<file path="config.mk">
export PLATFORM = sky130hd
export DESIGN_NAME = fit_policy_block_allocator_core
export DESIGN_NICKNAME = d
export VERILOG_FILES = /design/src/rtl/fpba_pkg.sv /design/src/rtl/fit_policy_block_allocator_core.sv /design/src/rtl/fpba_cfg.sv /design/src/rtl/fpba_front.sv /design/src/rtl/fpba_back.sv
export SDC_FILE = /design/constraint.sdc
export NUM_CORES = 1
export LEC_CHECK = 0
export BUFFER_PORTS_ARGS = -buffer_cell sky130_fd_sc_hd__buf_2
export CAP_MARGIN = 20
export CORE_MARGIN = 10
export CORE_UTILIZATION = 34
export CTS_CLUSTER_SIZE = 20
export DETAILED_ROUTE_END_ITERATION = 10
export SLEW_MARGIN = 20
export SYNTH_ARGS = -nofsm -noshare
export SYNTH_HDL_FRONTEND = slang
export SYNTH_SLANG_ARGS = --single-unit
</file>
<file path="constraint.sdc">
create_clock -name i_clk -period 15 [get_ports i_clk]
set_input_delay 0 -clock i_clk [delete_from_list [all_inputs] [get_ports i_clk]]
set_output_delay 0 -clock i_clk [all_outputs]
set_load 0.1 [all_outputs]
</file>
<file path="src/rtl/fpba_pkg.sv">
// Shared types and constants for the fit-policy block allocator.
// No dependencies.
package fpba_pkg;

    localparam int SIZE_W          = 15;
    localparam int IDX_FIELD_W     = 6;
    localparam int MODE_W          = 2;
    localparam int COUNT_W         = 7;
    localparam int ADDR_W          = 3;
    localparam int DATA_W          = 32;
    localparam int DEF_MAX_BLOCKS  = 64;
    localparam int QUEUE_DEPTH     = 2;

    localparam logic [MODE_W-1:0] MODE_FIRST = 2'd0;
    localparam logic [MODE_W-1:0] MODE_BEST  = 2'd1;
    localparam logic [MODE_W-1:0] MODE_WORST = 2'd2;

    localparam logic REQ_LOAD  = 1'b0;
    localparam logic REQ_ALLOC = 1'b1;

    localparam logic REG_FIT_MODE    = 1'b0;
    localparam logic REG_BLOCK_COUNT = 1'b1;

    localparam logic [COUNT_W-1:0] BLOCK_COUNT_RESET = 7'd64;

    typedef struct packed {
        logic                   req_type;
        logic [IDX_FIELD_W-1:0] entry_index;
        logic [SIZE_W-1:0]      amount;
    } t_in_item;

    typedef struct packed {
        logic                   granted;
        logic [IDX_FIELD_W-1:0] chosen_index;
        logic [SIZE_W-1:0]      remaining;
    } t_out_item;

    // Classified item handed from the front to the back.
    typedef struct packed {
        logic                   is_alloc;
        logic                   in_range;
        logic [IDX_FIELD_W-1:0] entry_index;
        logic [SIZE_W-1:0]      amount;
    } t_op;

    typedef struct packed {
        logic [MODE_W-1:0]  fit_mode;
        logic [COUNT_W-1:0] block_count;
    } t_cfg;

endpackage

</file>
<file path="src/rtl/fit_policy_block_allocator_core.sv">
// Fit-policy block allocator. Load item: queued, then written to the table once the back end
// is idle. Request item: once the back end is free, it scans N entries, N = active block count,
// reading one table entry per cycle from a single-port memory, then registers the result and
// strobe in its write-back state; it pops no new item until that write-back is done.
// A two-item queue lets start be taken while a scan runs. Synchronous reset clears
// control and registers (fit mode first fit, block count 64); table is unset.
module fit_policy_block_allocator_core
    import fpba_pkg::*;
#(
    parameter int MAX_BLOCKS = DEF_MAX_BLOCKS
) (
    input  logic              i_clk,
    input  logic              i_rst_n,
    input  logic              start,
    output logic              busy,
    input  t_in_item          i_item,
    output logic              o_strobe,
    output t_out_item         o_result,
    input  logic              psel,
    input  logic              penable,
    input  logic              pwrite,
    input  logic [ADDR_W-1:0] paddr,
    input  logic [DATA_W-1:0] pwdata,
    output logic [DATA_W-1:0] prdata,
    output logic              pready
);

    t_cfg cfg;
    logic op_valid;
    t_op  op;
    logic pop;

    fpba_cfg u_cfg (
        .i_clk   (i_clk),
        .i_rst_n (i_rst_n),
        .psel    (psel),
        .penable (penable),
        .pwrite  (pwrite),
        .paddr   (paddr),
        .pwdata  (pwdata),
        .prdata  (prdata),
        .pready  (pready),
        .o_cfg   (cfg)
    );

    fpba_front #(.MAX_BLOCKS(MAX_BLOCKS)) u_front (
        .i_clk      (i_clk),
        .i_rst_n    (i_rst_n),
        .i_start    (start),
        .i_item     (i_item),
        .o_busy     (busy),
        .o_op_valid (op_valid),
        .o_op       (op),
        .i_pop      (pop)
    );

    fpba_back #(.MAX_BLOCKS(MAX_BLOCKS)) u_back (
        .i_clk      (i_clk),
        .i_rst_n    (i_rst_n),
        .i_cfg      (cfg),
        .i_op_valid (op_valid),
        .i_op       (op),
        .o_pop      (pop),
        .o_strobe   (o_strobe),
        .o_result   (o_result)
    );

endmodule

</file>
<file path="src/rtl/fpba_cfg.sv">
// APB-style register file: fit mode and block count.
// Depends on fpba_pkg.
module fpba_cfg
    import fpba_pkg::*;
(
    input  logic              i_clk,
    input  logic              i_rst_n,
    input  logic              psel,
    input  logic              penable,
    input  logic              pwrite,
    input  logic [ADDR_W-1:0] paddr,
    input  logic [DATA_W-1:0] pwdata,
    output logic [DATA_W-1:0] prdata,
    output logic              pready,
    output t_cfg              o_cfg
);

    logic [MODE_W-1:0]  r_fit_mode;
    logic [COUNT_W-1:0] r_block_count;
    logic               wr_en;
    logic               reg_sel;

    assign pready  = 1'b1;
    assign reg_sel = paddr[2];
    assign wr_en   = psel && penable && pwrite;

    always_ff @(posedge i_clk) begin
        if (!i_rst_n) begin
            r_fit_mode    <= MODE_FIRST;
            r_block_count <= BLOCK_COUNT_RESET;
        end else if (wr_en) begin
            unique case (reg_sel)
                REG_FIT_MODE:    r_fit_mode    <= pwdata[MODE_W-1:0];
                REG_BLOCK_COUNT: r_block_count <= pwdata[COUNT_W-1:0];
                default: ;
            endcase
        end
    end

    always_comb begin
        unique case (reg_sel)
            REG_FIT_MODE:    prdata = DATA_W'(r_fit_mode);
            REG_BLOCK_COUNT: prdata = DATA_W'(r_block_count);
            default:         prdata = '0;
        endcase
    end

    assign o_cfg.fit_mode    = r_fit_mode;
    assign o_cfg.block_count = r_block_count;

endmodule

</file>
<file path="src/rtl/fpba_front.sv">
// Front end: accepts items, classifies them and queues them for the back end.
// Depends on fpba_pkg.
module fpba_front
    import fpba_pkg::*;
#(
    parameter int MAX_BLOCKS = DEF_MAX_BLOCKS
) (
    input  logic     i_clk,
    input  logic     i_rst_n,
    input  logic     i_start,
    input  t_in_item i_item,
    output logic     o_busy,
    output logic     o_op_valid,
    output t_op      o_op,
    input  logic     i_pop
);

    localparam int PTR_W = (QUEUE_DEPTH > 1) ? $clog2(QUEUE_DEPTH) : 1;
    localparam int CNT_W = $clog2(QUEUE_DEPTH + 1);

    t_op              r_queue [QUEUE_DEPTH];
    logic [PTR_W-1:0] r_wr_ptr;
    logic [PTR_W-1:0] r_rd_ptr;
    logic [CNT_W-1:0] r_count;
    logic             push;
    logic             pop;
    t_op              op_in;

    assign o_busy     = (r_count == CNT_W'(QUEUE_DEPTH));
    assign o_op_valid = (r_count != '0);
    assign push       = i_start && !o_busy;
    assign pop        = i_pop && o_op_valid;

    always_comb begin
        op_in.is_alloc    = (i_item.req_type == REQ_ALLOC);
        op_in.in_range    = (int'(i_item.entry_index) < MAX_BLOCKS);
        op_in.entry_index = i_item.entry_index;
        op_in.amount      = i_item.amount;
    end

    always_ff @(posedge i_clk) begin
        if (push) begin
            r_queue[r_wr_ptr] <= op_in;
        end
    end

    always_ff @(posedge i_clk) begin
        if (!i_rst_n) begin
            r_wr_ptr <= '0;
            r_rd_ptr <= '0;
            r_count  <= '0;
        end else begin
            if (push) begin
                r_wr_ptr <= (int'(r_wr_ptr) == QUEUE_DEPTH - 1) ? '0 : r_wr_ptr + 1'b1;
            end
            if (pop) begin
                r_rd_ptr <= (int'(r_rd_ptr) == QUEUE_DEPTH - 1) ? '0 : r_rd_ptr + 1'b1;
            end
            if (push && !pop) begin
                r_count <= r_count + 1'b1;
            end else if (pop && !push) begin
                r_count <= r_count - 1'b1;
            end
        end
    end

    assign o_op = r_queue[r_rd_ptr];

endmodule

</file>
<file path="src/rtl/fpba_back.sv">
// Back end: size table, per-request scan engine and write-back.
// Depends on fpba_pkg.
module fpba_back
    import fpba_pkg::*;
#(
    parameter int MAX_BLOCKS = DEF_MAX_BLOCKS
) (
    input  logic      i_clk,
    input  logic      i_rst_n,
    input  t_cfg      i_cfg,
    input  logic      i_op_valid,
    input  t_op       i_op,
    output logic      o_pop,
    output logic      o_strobe,
    output t_out_item o_result
);

    localparam int IDX_W = (MAX_BLOCKS > 1) ? $clog2(MAX_BLOCKS) : 1;
    localparam int CNT_W = $clog2(MAX_BLOCKS + 1);

    typedef enum logic [1:0] {
        S_IDLE,
        S_SCAN,
        S_WRITE
    } t_state;

    t_state            r_state;
    logic [SIZE_W-1:0] r_mem [MAX_BLOCKS];
    logic [SIZE_W-1:0] r_rd_data;
    logic [SIZE_W-1:0] r_amount;
    logic [CNT_W-1:0]  r_count;
    logic [CNT_W-1:0]  r_issue;
    logic              r_cmp_vld;
    logic [IDX_W-1:0]  r_cmp_idx;
    logic              r_found;
    logic [IDX_W-1:0]  r_pick;
    logic [SIZE_W-1:0] r_best;
    logic              r_strobe;
    t_out_item         r_result;

    logic [CNT_W-1:0]  act_count;
    logic              rd_en;
    logic [IDX_W-1:0]  rd_addr;
    logic              fits;
    logic              take;
    logic [SIZE_W-1:0] left;
    logic              wr_en;
    logic [IDX_W-1:0]  wr_addr;
    logic [SIZE_W-1:0] wr_data;

    // Counts above the table depth saturate.
    assign act_count = (int'(i_cfg.block_count) > MAX_BLOCKS) ?
                       CNT_W'(MAX_BLOCKS) : CNT_W'(i_cfg.block_count);

    assign o_pop   = (r_state == S_IDLE) && i_op_valid;
    assign rd_en   = (r_state == S_SCAN) && (r_issue < r_count);
    assign rd_addr = r_issue[IDX_W-1:0];
    assign fits    = (r_rd_data >= r_amount);
    assign left    = r_best - r_amount;

    // Strict compares keep the lowest index on a tie.
    always_comb begin
        take = 1'b0;
        if (r_cmp_vld && fits) begin
            unique case (i_cfg.fit_mode)
                MODE_BEST:  take = !r_found || (r_rd_data < r_best);
                MODE_WORST: take = !r_found || (r_rd_data > r_best);
                default:    take = !r_found;
            endcase
        end
    end

    always_comb begin
        wr_en   = 1'b0;
        wr_addr = IDX_W'(i_op.entry_index);
        wr_data = i_op.amount;
        if (r_state == S_WRITE) begin
            wr_en   = r_found;
            wr_addr = r_pick;
            wr_data = left;
        end else if (o_pop && !i_op.is_alloc) begin
            wr_en = i_op.in_range;
        end
    end

    always_ff @(posedge i_clk) begin
        if (wr_en) begin
            r_mem[wr_addr] <= wr_data;
        end
    end

    always_ff @(posedge i_clk) begin
        if (rd_en) begin
            r_rd_data <= r_mem[rd_addr];
        end
    end

    always_ff @(posedge i_clk) begin
        if (!i_rst_n) begin
            r_state   <= S_IDLE;
            r_strobe  <= 1'b0;
            r_cmp_vld <= 1'b0;
            r_found   <= 1'b0;
            r_issue   <= '0;
        end else begin
            r_strobe  <= 1'b0;
            r_cmp_vld <= rd_en;
            r_cmp_idx <= rd_addr;
            if (take) begin
                r_found <= 1'b1;
                r_pick  <= r_cmp_idx;
                r_best  <= r_rd_data;
            end
            unique case (r_state)
                S_IDLE: begin
                    if (o_pop && i_op.is_alloc) begin
                        r_amount <= i_op.amount;
                        r_count  <= act_count;
                        r_issue  <= '0;
                        r_found  <= 1'b0;
                        r_state  <= S_SCAN;
                    end
                end
                S_SCAN: begin
                    // Leave only once the last read has been compared.
                    if (rd_en) begin
                        r_issue <= r_issue + 1'b1;
                    end else if (!r_cmp_vld) begin
                        r_state <= S_WRITE;
                    end
                end
                S_WRITE: begin
                    r_strobe <= 1'b1;
                    if (r_found) begin
                        r_result.granted      <= 1'b1;
                        r_result.chosen_index <= IDX_FIELD_W'(r_pick);
                        r_result.remaining    <= left;
                    end else begin
                        r_result <= '0;
                    end
                    r_state <= S_IDLE;
                end
                default: r_state <= S_IDLE;
            endcase
        end
    end

    assign o_strobe = r_strobe;
    assign o_result = r_result;

endmodule

</file>
# Word-level counts from Yosys, hierarchy flattened
# Memories as Yosys holds them, arrays and structs flattened. A register that Yosys moved wholly into a read port is not among the register bits.
# Index checks and enable logic that the tools add are counted.
word_totals:
  output_inout_bits: 57
  in_bits: 63
  regBits: 96
  mem_count: 2
  mem_bits_ro: 0
  latchBits: 0
  wordCells: 99
  ram_bits: 1004
memory_table:
  columns: ["name", "words", "word_bits", "read_ports", "rd_ports_with_merged_regs", "wr", "line", "text"]
  rows:
  - ["u_back.r_mem", 64, 15, 1, 1, 1, "fpba_back.sv:28", "logic [SIZE_W-1:0] r_mem [MAX_BLOCKS];"]
  - ["u_front.r_queue", 2, 22, 1, 1, 1, "fpba_front.sv:21", "t_op r_queue [QUEUE_DEPTH];"]
op_classes:
  mux: 29
  addsub: 6
  n_reduce_logical: 29
  shifts: 0
  n_bitwise: 1
  div: 0
  mul: 0
  n_eq_ne: 9
  n_lt_le_gt_ge: 5
op_table:
  columns: ["op", "n"]
  rows:
  - ["$pmux 32 s2", 1]
  - ["$mux 22", 1]
  - ["$ge 15x15->1", 1]
  - ["$gt 15x15->1", 1]
  - ["$lt 15x15->1", 1]
  - ["$mux 1", 15]
  - ["$mux 15", 1]
  - ["$sub 15x15->15", 1]
  - ["$mux 7", 2]
  - ["$pmux 7 s2", 1]
  - ["$logic_and 1x1->1", 11]
  - ["$mux 2", 5]
  - ["$reduce_and 3->1", 3]
  - ["$reduce_and 2->1", 4]
  - ["$add 7x1->7 const B", 1]
  - ["$gt 7x7->1 const B", 1]
  - ["$lt 7x7->1", 1]
  - ["$eq 2x2->1 const B", 3]
  - ["$mux 6", 1]
  - ["$ne 2x2->1 const B", 3]
  - ["$reduce_bool 2->1", 3]
  - ["$logic_not 1->1", 5]
  - ["$eq 2x1->1 const B", 2]
  - ["$pmux 2 s2", 1]
  - ["8 further kinds", 10]

# Depth between registers and ports, before layout
# Gate-level depths: netlist of run 1.
depth:
  depth_word: 7
  depth_mapped: 9
  depth_no_buf: 9

# By module
# Synthesis of run 1 repeated with hierarchy kept, for this count alone.
unflattened:
  cells_unflattened: 2162
  area_unflattened_um2: 44446.4
by_module_without_submodules:
  columns: ["mod", "cells_per_inst", "area_per_inst_um2", "n_inst", "seq_area_each_um2"]
  rows:
  - ["fpba_back", 1994, 41987.8, 1, 31650.4]
  - ["fpba_front", 95, 1826.8, 1, 1421.4]
  - ["fpba_cfg", 73, 631.9, 1, 180.2]

# Worst setup path before layout of run 1
# No wires, ideal clock.
synth_path:
  path_kind: "reg-to-reg"
  from: "register u_back.r_best[2]"
  to: "memory u_back.r_mem[0][12], data pin"
  n_path_buf: 0
  path_slack_ns: 9.807
  synth_period_minus_slack_ns: 5.193
  required_time_ns: 14.289
  stages_incl_launch_ff: 8
  setup_ns: 0.711
  arrival_time_ns: 4.482
  cell_sequence: "edfxtp_1 > ha_1 > nor2b_1 > o31a_1 > a2111o_1 > a31oi_2 > nor2_1 > nor3b_1"
synth_via:
  elab_chain_cells: 2
synth_lines:
  columns: ["item", "line", "text"]
  rows:
  - ["start: declaration", "fpba_back.sv:37", "logic [SIZE_W-1:0] r_best;"]
  - ["start signal: assignment", "fpba_back.sv:112", "r_best <= r_rd_data;"]
  - ["$sub 15x15->15", "fpba_back.sv:59", "assign left = r_best - r_amount;"]
  - ["$mux 15", "fpba_back.sv:77", "if (r_state == S_WRITE) begin"]
  - ["net u_back.wr_data[12]", "fpba_back.sv:49", "logic [SIZE_W-1:0] wr_data;"]
  - ["end: declaration", "fpba_back.sv:28", null]
# The timed path passes the listed nets, and every way through them passes these cells.

# Worst setup path after layout of run 1
layout_path:
  from: "register u_back.r_issue[0]"
  to: "register u_back.r_rd_data[5], read port of u_back.r_mem, data pin"
layout_via:
  elab_chain_cells: 2
layout_lines:
  columns: ["item", "line", "text"]
  rows:
  - ["start: declaration", "fpba_back.sv:32", "logic [CNT_W-1:0] r_issue;"]
  - ["start signal: assignment", "fpba_back.sv:127", "r_issue <= r_issue + 1'b1;"]
  - ["$lt 7x7->1", "fpba_back.sv:56", "assign rd_en = (r_state == S_SCAN) && (r_issue < r_count);"]
  - ["$logic_and 1x1->1", "fpba_back.sv:56", null]
  - ["end: declaration", "fpba_back.sv:29", "logic [SIZE_W-1:0] r_rd_data;"]
# Several ways; a longest one is shown, not always the timed one.
# A chain may end at the register's enable or synchronous reset.

==> flow_metrics.tcl, run 1 <==
set metrics [dict create \
    final_common_cell "edfxtp_1" \
    ios 120 \
    p_leak_nw 16.1 \
    grt_first_pass_wirelength_um 152000 \
    critPathSlowestCell "dfxtp_4" \
    post_cts_resize_count 0 \
    crit_required_ps 15410 \
    synth_seq_area_share_pct 75.1 \
    synthDistinctLibCells 64 \
    p_per_area_mw_per_mm2 157 \
    ys_warn_count 0 \
    antenna_left 0 \
    die-area_mm2 0.145 \
    place_congestion 0.810 \
    port_buffers 66 \
    ctsLongestPathBuffers 3 \
    dp_slack_ps 10310 \
    cts.sinks 1116 \
    grtUsageTotal_pct 13.8 \
    period_minus_slack_ps 4590 \
    cap_violations 0 \
    wirelength_um 102000 \
    cts.clk_slew.worst_paths_ps 60 \
    period_share_pct 30.6 \
    relSlewSlack_pct 27.1 \
    coreArea_mm2 0.129 \
    max-vdd-ir-drop_uv 135 \
    htree_levels 3 \
    path_cells "buf_4 > buf_4 > mux4_2 > a22oi_1 > nand2_1 > a21oi_1 > o211ai_1" \
    critPathLaunchType "flip-flop" \
    drt_first_pass_iters 5 \
    drc 0 \
    worstSkewPairLatency_ps 700 \
    rows 132 \
    cts_tree "yes" \
    synth_cells 2229 \
    numCtsBuffers 115 \
    register_area_mm2 0.0333 \
    grt_pass1_vias 22769 \
    worst_ep_arrival_time_ps 5000 \
    ys_ff_latch 1116 \
    hold_viol_final 0 \
    setup_violations 0 \
    synth.top_cell.area_share_pct 73.9 \
    fill_cells 11505 \
    finalCoreUtilization_pct 39.4 \
    hpwlAfterDp_um 61500 \
    yosys.area.top_type "edfxtp_1" \
    hp-class "in -> reg" \
    fmax_mhz 218 \
    tightest_slew_ps 1090 \
    whs_ps 62.4 \
    netlist_top_cells_area "edfxtp_1 74%, mux4_2 12%, ha_1 1.5%" \
    critPathMostFrequentCell "buf_4" \
    post_drt_wl_per_cell_um 23.8 \
    final_cell_mix "1090 x edfxtp_1, 239 x mux4_2, 118 x clkbuf_16, 102 x nor2_1, 82 x buf_4" \
    nNetsFinal 2556 \
    avgSynthCellArea_um2 19.9 \
    die_y_um 381 \
    tns_ps 0 \
    rsz0062_at_grt "no" \
    initial_core_util_pct 34.2 \
    drive_above_1_share_pct 24.5 \
    drt_iter0_markers 1894 \
    overflow 0 \
    setup_slack_ps 10410 \
    critPathMaxStageDelay_ps 880 \
    antenna_found_initial 0 \
    async_flop_share_pct 0 \
    viasPerCell 5.16 \
    area_growth_pct 15.2 \
    syn_area_mm2 0.0443 \
    multi_input_area_mm2 0.0103 \
    grt_max_degree 65 \
    crit_type "reg -> reg" \
    dp.cells 4010 \
    routed-via-count 22061 \
    dieWidth_um 381 \
    synth_edf_count 1090 \
    fin_skew_ps 46.1 \
    end_kind "flip-flop" \
    synth_top_flop_cell "edfxtp_1" \
    worstPathMaxFanout 44 \
    drv_slew 0 \
    final_cells 4276 \
    cts_root_buffer "clkbuf_16" \
    outcome "finished clean" \
]
power breakdown:
group          internal [mW]  switching [mW]  total (mW)
clock                   1.54            1.15        2.69
combinational          0.430           0.968        1.40
sequential              3.86          0.0573        3.92
total                   5.83            2.18        8.00
layer usage:
metal / up-vias / global-route usage (%) / wire [um]
met3: 172 / 2.79 / 6970
met4: 0 / 4.15 / 2920
met5: - / 0 / 0
li1: 9536 / - / -
met1: 11600 / 18.5 / 42700
met2: 753 / 22.5 / 49100
metrics by stage:
step	power, mW	instance area [um2]
3_3_place_gp	5.32	46900
6_report	8.00	51000
3_5_place_dp	5.39	46900
4_1_cts	8.08	51000
5_1_grt	8.31	51000
2_1_floorplan	4.89	44400
cell families (layout without fill, tap and decap cells):
| group | count (synthesis) | in the layout | share of synthesized area [%] |
|---|---|---|---|
| mux | 267 | 267 | 12.9 |
| fa+ha+maj | 54 | 54 | 1.54 |
| other cells | 2 | 29 | 0.0170 |
| xor+xnor | 12 | 12 | 0.237 |
| flops | 1116 | 1116 | 75.1 |
| buf+inv | 177 | 455 | 2.32 |
| simple gates | 323 | 323 | 3.38 |
| compound gates | 278 | 278 | 4.56 |
registers in the layout (all words and copies together), names as in the netlist, named ones only:
name,flops
u_back.r_best,15
u_back.o_result,22
u_back.r_pick,6
u_cfg.r_block_count,7
u_back.r_issue,7
u_cfg.r_fit_mode,2
u_front.r_wr_ptr,1
u_front.r_rd_ptr,1
u_front.r_count,2
u_back.r_count,7
u_back.o_strobe,1
u_front.r_queue,44
u_back.r_cmp_vld,1
u_back.r_found,1
u_back.r_amount,15
u_back.r_rd_data,15
u_back.r_cmp_idx,6
u_back.r_mem,960
u_back.r_state,2
cell usage after synthesis, drive strengths merged, types with 3 or more instances:
cell / n
edfxtp: 1090
mux4: 240
nor2: 128
buf: 84
nand2: 73
a21oi: 68
ha: 53
clkbuf: 50
a22oi: 49
inv: 43
o22ai: 30
dfxtp: 26
and2: 24
a221oi: 22
o21ai: 22
a22o: 20
or3: 20
nor3: 18
mux2: 17
nor2b: 14
nand2b: 12
nand3: 12
a21o: 11
o211ai: 11
mux2i: 10
o21a: 8
a21boi: 7
xnor2: 7
o221ai: 6
a211oi: 5
nand4: 5
xor2: 5
and3: 4
o31ai: 4
nand4b: 3
nor4: 3
critical path, delay by kind of cell, from the launching register on:
| family | cells | cell delay (ps) |
|---|---|---|
| multiplexers | 1 | 590 |
| buffers and inverters | 2 | 1550 |
| AO/OA/AOI/OAI | 3 | 1030 |
| AND/OR/NAND/NOR | 1 | 210 |
| flip-flops | 1 | 880 |
cell type report:
type                            count  share of cell area [%]
Timing Repair Buffer              203                    2.95
Antenna cell                        3                  0.0147
Clock inverter                     54                   0.881
Tap cell                         1742                    4.27
Clock buffer                      155                    6.10
Sequential cell                  1116                    65.2
Multi-Input combinational cell    960                    20.3
Inverter                           43                   0.316
repair_timing:
| item | 4_1_cts | 5_1_grt |
|---|---|---|
| endpoints found under the setup margin | 0 | 0 |
| hold endpoints to repair | 80 | 0 |
| buffers inserted | 0 | 0 |
| hold buffers | 53 | 0 |
worst paths after layout:
path / start / to / slack, ps / cells past startpoint
min: i_item[16] / u_front.r_queue[0][16]$_DFFE_PP_ / 60 / 2
max reg2reg: u_back.r_issue[0]$_SDFFE_PN0P_ / u_back.r_rd_data[5]$_DFFE_PP_ / 10410 / 7
max: u_back.r_issue[0]$_SDFFE_PN0P_ / u_back.r_rd_data[5]$_DFFE_PP_ / 10410 / 7
min reg2reg: u_back.r_cmp_idx[2]$_DFFE_PP_ / u_back.r_pick[2]$_DFFE_PP_ / 420 / 0
(Power assumes the default switching activity.)
==> inputs of run 2 (changes only) <==
Clock period 15 ns to 3.95 ns, I/O delays scaled along.
==> run 2 against run 1 <==
Cell area increased by 1.2%. Maximum frequency grew 42%. Highest routed layer is now met5. Non-clock buffer count rose by 53. Worst setup slack lost 9700 ps. Clock skew is 17 ps lower. Clock power rose to 3.9 times the previous value. Global-route usage rose by 0.33 points. Critical path depth unchanged. Combinational power increased to 4.0 times the previous value.
==> flow_metrics.tcl, run 2 (synthesis results as in run 1) <==
set metrics [dict create \
    outcome "finished clean" \
    cts_root_buffer "clkbuf_16" \
    drc 0 \
    worstPathMaxFanout 64 \
    hpwlAfterDp_um 66400 \
    wl_met3_um 6850 \
    overflow 0 \
    wirelength_um 105000 \
    tns_ps 0 \
    cap_violations 0 \
    numCtsBuffers 113 \
    critPathLaunchType "flip-flop" \
    rsz0062_at_grt "no" \
    period_minus_slack_ps 3220 \
    end_kind "flip-flop" \
    final_common_cell "edfxtp_1" \
    viasPerCell 5.16 \
    grt_pass1_vias 22936 \
    met2_length_um 50400 \
    post_drt_wl_per_cell_um 24.2 \
    antenna_left 0 \
    hp-class "in -> reg" \
    drt_first_pass_iters 5 \
    dieWidth_um 381 \
    port_buffers 66 \
    htree_levels 3 \
    nNetsFinal 2607 \
    routed-via-count 22331 \
    path_cells "ha_1 > a2111o_1 > o21ai_0 > a21oi_1 > o21a_1 > o31ai_4 > buf_4" \
    grtUsageTotal_pct 14.1 \
    cts_tree "yes" \
    largest_register_ffs 960 \
    grt_first_pass_wirelength_um 155000 \
    coreArea_mm2 0.129 \
    wirelength_met1_um 44700 \
    die-area_mm2 0.145 \
    grt_max_degree 65 \
    largest_register "u_back.r_mem" \
    final_cells 4328 \
    critPathSlowestCell "buf_4" \
    worst_ep_arrival_time_ps 3590 \
    drv_slew 0 \
    drt_iter0_markers 2354 \
    crit_type "reg -> reg" \
    max-vdd-ir-drop_uv 341 \
    period_share_pct 81.5 \
    area_growth_pct 16.5 \
    tightest_slew_ps 1040 \
    crit_required_ps 4320 \
    initial_core_util_pct 34.2 \
    p_per_area_mw_per_mm2 599 \
    p_leak_nw 16.5 \
    rows 132 \
    top_layer "met5" \
    antenna_found_initial 1 \
    drive_above_1_share_pct 25.6 \
    die_y_um 381 \
    cts.clk_slew.worst_paths_ps 60 \
    place_congestion 0.854 \
    ios 120 \
    hold_viol_final 0 \
    final_cell_mix "1090 x edfxtp_1, 239 x mux4_2, 124 x buf_4, 122 x nor2_1, 114 x clkbuf_16" \
    whs_ps 60.4 \
    cp_top_family "compound AO/OA/AOI/OAI gates" \
    fin_skew_ps 28.7 \
    cp_num_buf_inv 1 \
    dp.cells 4068 \
    relSlewSlack_pct 30.8 \
    ctsLongestPathBuffers 3 \
    setup_violations 0 \
    worstSkewPairLatency_ps 690 \
    critPathMaxStageDelay_ps 590 \
    fmax_mhz 310 \
    cts.sinks 1116 \
]
==> run 2: cell types whose count changed in the layout (fill, tap and decap cells not counted), sizes merged, moves of 2 or more <==
cell and change:
buf +57, bufinv +6, clkbuf -10, clkinv +7
diode -2, dlygate4sd3 -4, inv -3
==> run 2: routing by layer <==
metal	global-route usage, %	vias up
met5	0	-
met4	4.04	2
met3	2.60	172
met2	22.9	811
met1	19.3	11726
li1	-	9620
==> run 2: layout make-up <==
type                            instances  area [um2]
Clock buffer                          145        2990
Inverter                               43         161
Antenna cell                            1        2.50
Fill cell                           11437       77900
Multi-Input combinational cell        960       10300
Clock inverter                         65         638
Timing Repair Buffer                  256        2090
Sequential cell                      1116       33300
Tap cell                             1742        2180
==> run 2: final timing paths <==
path	to	cells after the start	slack [ps]	startpoint
worst max-delay path	u_back.r_mem[0][11]$_DFFE_PP_	7	730	u_back.r_best[6]$_DFFE_PP_
worst min-delay path	u_front.r_queue[1][15]$_DFFE_PP_	2	60	i_item[15]
worst max register to register	u_back.r_mem[0][11]$_DFFE_PP_	7	730	u_back.r_best[6]$_DFFE_PP_
worst min register to register	u_back.r_pick[5]$_DFFE_PP_	0	410	u_back.r_cmp_idx[5]$_DFFE_PP_
==> run 2: stage by stage <==
| step | power, mW | utilization, % | cell area, um2 | worst slack, ps |
|---|---|---|---|---|
| after global placement | 20.5 | 36.7 | 47500 | 799 |
| after CTS | 31.2 | 39.9 | 51600 | 748 |
| after global routing | 32.1 | 39.9 | 51600 | 607 |
| final | 30.9 | 39.9 | 51600 | 729 |
| after floorplan | 18.5 | - | 44400 | 65.2 |
| after detailed placement | 20.8 | 36.7 | 47500 | 789 |
==> run 2: timing repair <==
| action | CTS | global route |
|---|---|---|
| endpoints found under the hold margin | 83 | 0 |
| resized for setup | 0 | 0 |
| buffers inserted | 0 | 0 |
| hold buffers | 49 | 0 |
==> run 2: power breakdown <==
part	internal, mW	leakage (nW)	switching [mW]
clock network	6.05	1.77	4.39
registers	14.6	10.1	0.211
logic	1.88	4.68	3.77
total	22.6	16.5	8.36
==> inputs of run 3 (changes only) <==
Settings changed: ABC_AREA set to 1.
Clock period 3.95 ns to 2.87 ns, I/O delays scaled along.
==> run 3 against run 2 <==
Clock skew decreased by 2.9 ps. Synthesized cell count is 82% higher. Worst hold slack worse by 54 ps. Wire length up 18%. Maximum frequency is 18% higher. Global-route usage rose by 1.7 points. Core utilization shrank 0.24 points. First-iteration DRC count increased by 23%. Flip-flop and latch count is the same. Total power grew 54%. Sequential power up 45%. Critical path type unchanged. Critical endpoint is now u_back.r_mem[13][4]$_DFFE_PP_. Largest cell class unchanged.
==> flow_metrics.tcl, run 3 <==
set metrics [dict create \
    outcome "finished clean" \
    avgSynthCellArea_um2 11.6 \
    drv_slew 0 \
    p_per_area_mw_per_mm2 875 \
    synth_top_flop_cell "edfxtp_1" \
    ys_warn_count 0 \
    p_sw_mw 15.5 \
    swShare_pct 32.6 \
    whs_ps 6.36 \
    fin_skew_ps 25.8 \
    routed-via-count 30699 \
    drive_above_1_share_pct 10.9 \
    fin_total_pwr_mw 47.6 \
    overflow 0 \
    cts.sinks 1116 \
    yosys.area.top_type "edfxtp_1" \
    max-vdd-ir-drop_uv 571 \
    ios 120 \
    hpwlAfterDp_um 72000 \
    grt_max_degree 122 \
    wirelength_um 124000 \
    worstPathMaxFanout 15 \
    port_buffers 66 \
    antenna_found_initial 3 \
    dieWidth_um 391 \
    rows 136 \
    rsz0062_at_grt "no" \
    p_leak_nw 19.6 \
    drt_first_pass_iters 7 \
    post_drt_wl_per_cell_um 20.2 \
    ctsLongestPathBuffers 3 \
    clockPowerShare_pct 29.7 \
    final_cell_mix "1090 x edfxtp_1, 836 x nor2_1, 660 x nand2_1, 400 x o21ai_0, 231 x nand3_1" \
    worst_ep_arrival_time_ps 3120 \
    fmax_mhz 367 \
    async_flop_share_pct 0 \
    fill_cells 12836 \
    tightest_slew_ps 928 \
    synth_cells 4054 \
    die-area_mm2 0.153 \
    worstSkewPairLatency_ps 710 \
    hp-class "in -> reg" \
    final_common_cell "edfxtp_1" \
    cts.clk_slew.worst_paths_ps 60 \
    area_growth_pct 15.9 \
    synth_common_cells "1090 x edfxtp_1, 840 x nor2_1, 662 x nand2_1" \
    synth_edf_count 1090 \
    place_congestion 0.843 \
    synth.top_cell.area_share_pct 69.8 \
    crit_required_ps 3260 \
    rrSetupSlack_ps 150 \
    cap_violations 0 \
    syn_area_mm2 0.0469 \
    drc 0 \
    die_y_um 391 \
    crit_type "reg -> reg" \
    synth_seq_area_share_pct 70.9 \
    numCtsBuffers 112 \
    initial_core_util_pct 34.2 \
    register_area_mm2 0.0333 \
    combPwrFrac_pct 25.3 \
    end_kind "flip-flop" \
    grt_pass1_vias 29910 \
    grtUsageTotal_pct 15.8 \
    netlist_top_cells_area "edfxtp_1 70%, nor2_1 6.7%, nand2_1 5.3%" \
    relSlewSlack_pct 38.1 \
    htree_levels 3 \
    grt_first_pass_wirelength_um 187000 \
    multi_input_area_mm2 0.0118 \
    nNetsFinal 4364 \
    pwr-share-seq_pct 45.0 \
    coreArea_mm2 0.137 \
    cts_root_buffer "clkbuf_16" \
    largest_register "u_back.r_mem" \
    drt_iter0_markers 2903 \
    largest_register_ffs 960 \
    period_minus_slack_ps 2720 \
    synthDistinctLibCells 44 \
    power.internal_mw 32.1 \
    period_share_pct 94.9 \
    critPathLaunchType "flip-flop" \
    viasPerCell 5.00 \
    ys_ff_latch 1116 \
    hold_viol_final 0 \
    synth.most_common_cell "edfxtp_1" \
    antenna_left 0 \
    cts_tree "yes" \
    setup_violations 0 \
]
[run 3: cell count changes in the layout (fill, tap and decap cells not counted), moves of 28 or more]
cell      change
nor2_1      +714
nand3_1     +219
nand2_1     +587
mux4_2      -239
buf_12       +34
o22ai_1      -28
inv_1       +134
o21ai_1      +67
o21ai_0     +380
o211ai_1     +66
a22oi_1      -49
[run 3: area by class of cell]
class / instances / area share, %
Tap cell: 1794 / 4.13
Timing Repair Buffer: 292 / 5.14
Clock inverter: 60 / 0.891
Sequential cell: 1116 / 61.2
Clock buffer: 147 / 5.61
Inverter: 193 / 1.36
Antenna cell: 1 / 0.00461
Multi-Input combinational cell: 2532 / 21.6
[run 3: final timing paths]
kind	to	start	cells past startpoint
worst min register to register	u_back.r_pick[3]$_DFFE_PP_	u_back.r_cmp_idx[3]$_DFFE_PP_	0
worst min-delay path	u_cfg.r_block_count[1]$_SDFFE_PN0P_	paddr[2]	6
worst max-delay path	u_back.r_mem[13][4]$_DFFE_PP_	u_back.r_state[0]$_SDFFE_PN0P_	8
worst max register to register	u_back.r_mem[13][4]$_DFFE_PP_	u_back.r_state[0]$_SDFFE_PN0P_	8
[run 3: stage by stage]
step / TNS (ps) / instances / utilization, % / instance area [um2] / worst slack [ps]
final: 0 / 6135 / 39.6 / 54300 / 146
after global routing: 0 / 6135 / 39.6 / 54300 / 37.0
after CTS: 0 / 6132 / 39.6 / 54300 / 46.4
after detailed placement: 0 / 5874 / 36.6 / 50300 / 139
after global placement: 0 / 5874 / 36.6 / 50300 / 138
after floorplan: -81820 / 4078 / - / 47000 / -512
[run 3: routing by layer]
metal	vias to the layer above	track usage [%]	share of wire, %
met4	0	5.68	3.3
met3	178	2.98	7.7
met2	1061	24.9	46
met5	-	0	0
met1	15037	21.6	43
li1	14423	-	-
[run 3: power by group through the flow]
| stage | clock network (mW) | registers (mW) | logic, mW |
|---|---|---|---|
| 6_report | 14.1 | 21.4 | 12.0 |
| 3_3_place_gp | 0 | 21.7 | 11.8 |
| 5_1_grt | 15.1 | 21.5 | 13.1 |
| 2_1_floorplan | 0 | 21.9 | 6.54 |
| 4_1_cts | 14.4 | 21.4 | 12.1 |
| 3_5_place_dp | 0 | 21.7 | 12.0 |
[run 3: cells by family (layout without fill, tap and decap cells)]
group           count (synthesis)  after routing  share of synthesized area, %
compound gates                653            653                          7.49
simple gates                 1789           1789                          15.3
other cells                     2             27                        0.0160
xor+xnor                        9              9                         0.168
fa+ha+maj                      54             54                          1.46
flops                        1116           1116                          70.9
buf+inv                       430            692                          4.57
mux                             1              1                        0.0214
[run 3: critical path, stage by stage, from the launching register on]
cell	delay (ps)
dfxtp_1	310
inv_1	70
nand2_2	200
buf_4	290
o21ai_0	480
buf_4	260
nand2_1	280
nor2_1	240
buf_4	270
[run 3: timing repair]
action | CTS | global route
setup endpoints to repair | 0 | 447
resized for setup | 0 | 4
buffers inserted | 0 | 3
hold endpoints to repair | 76 | 0
hold buffers | 51 | 0
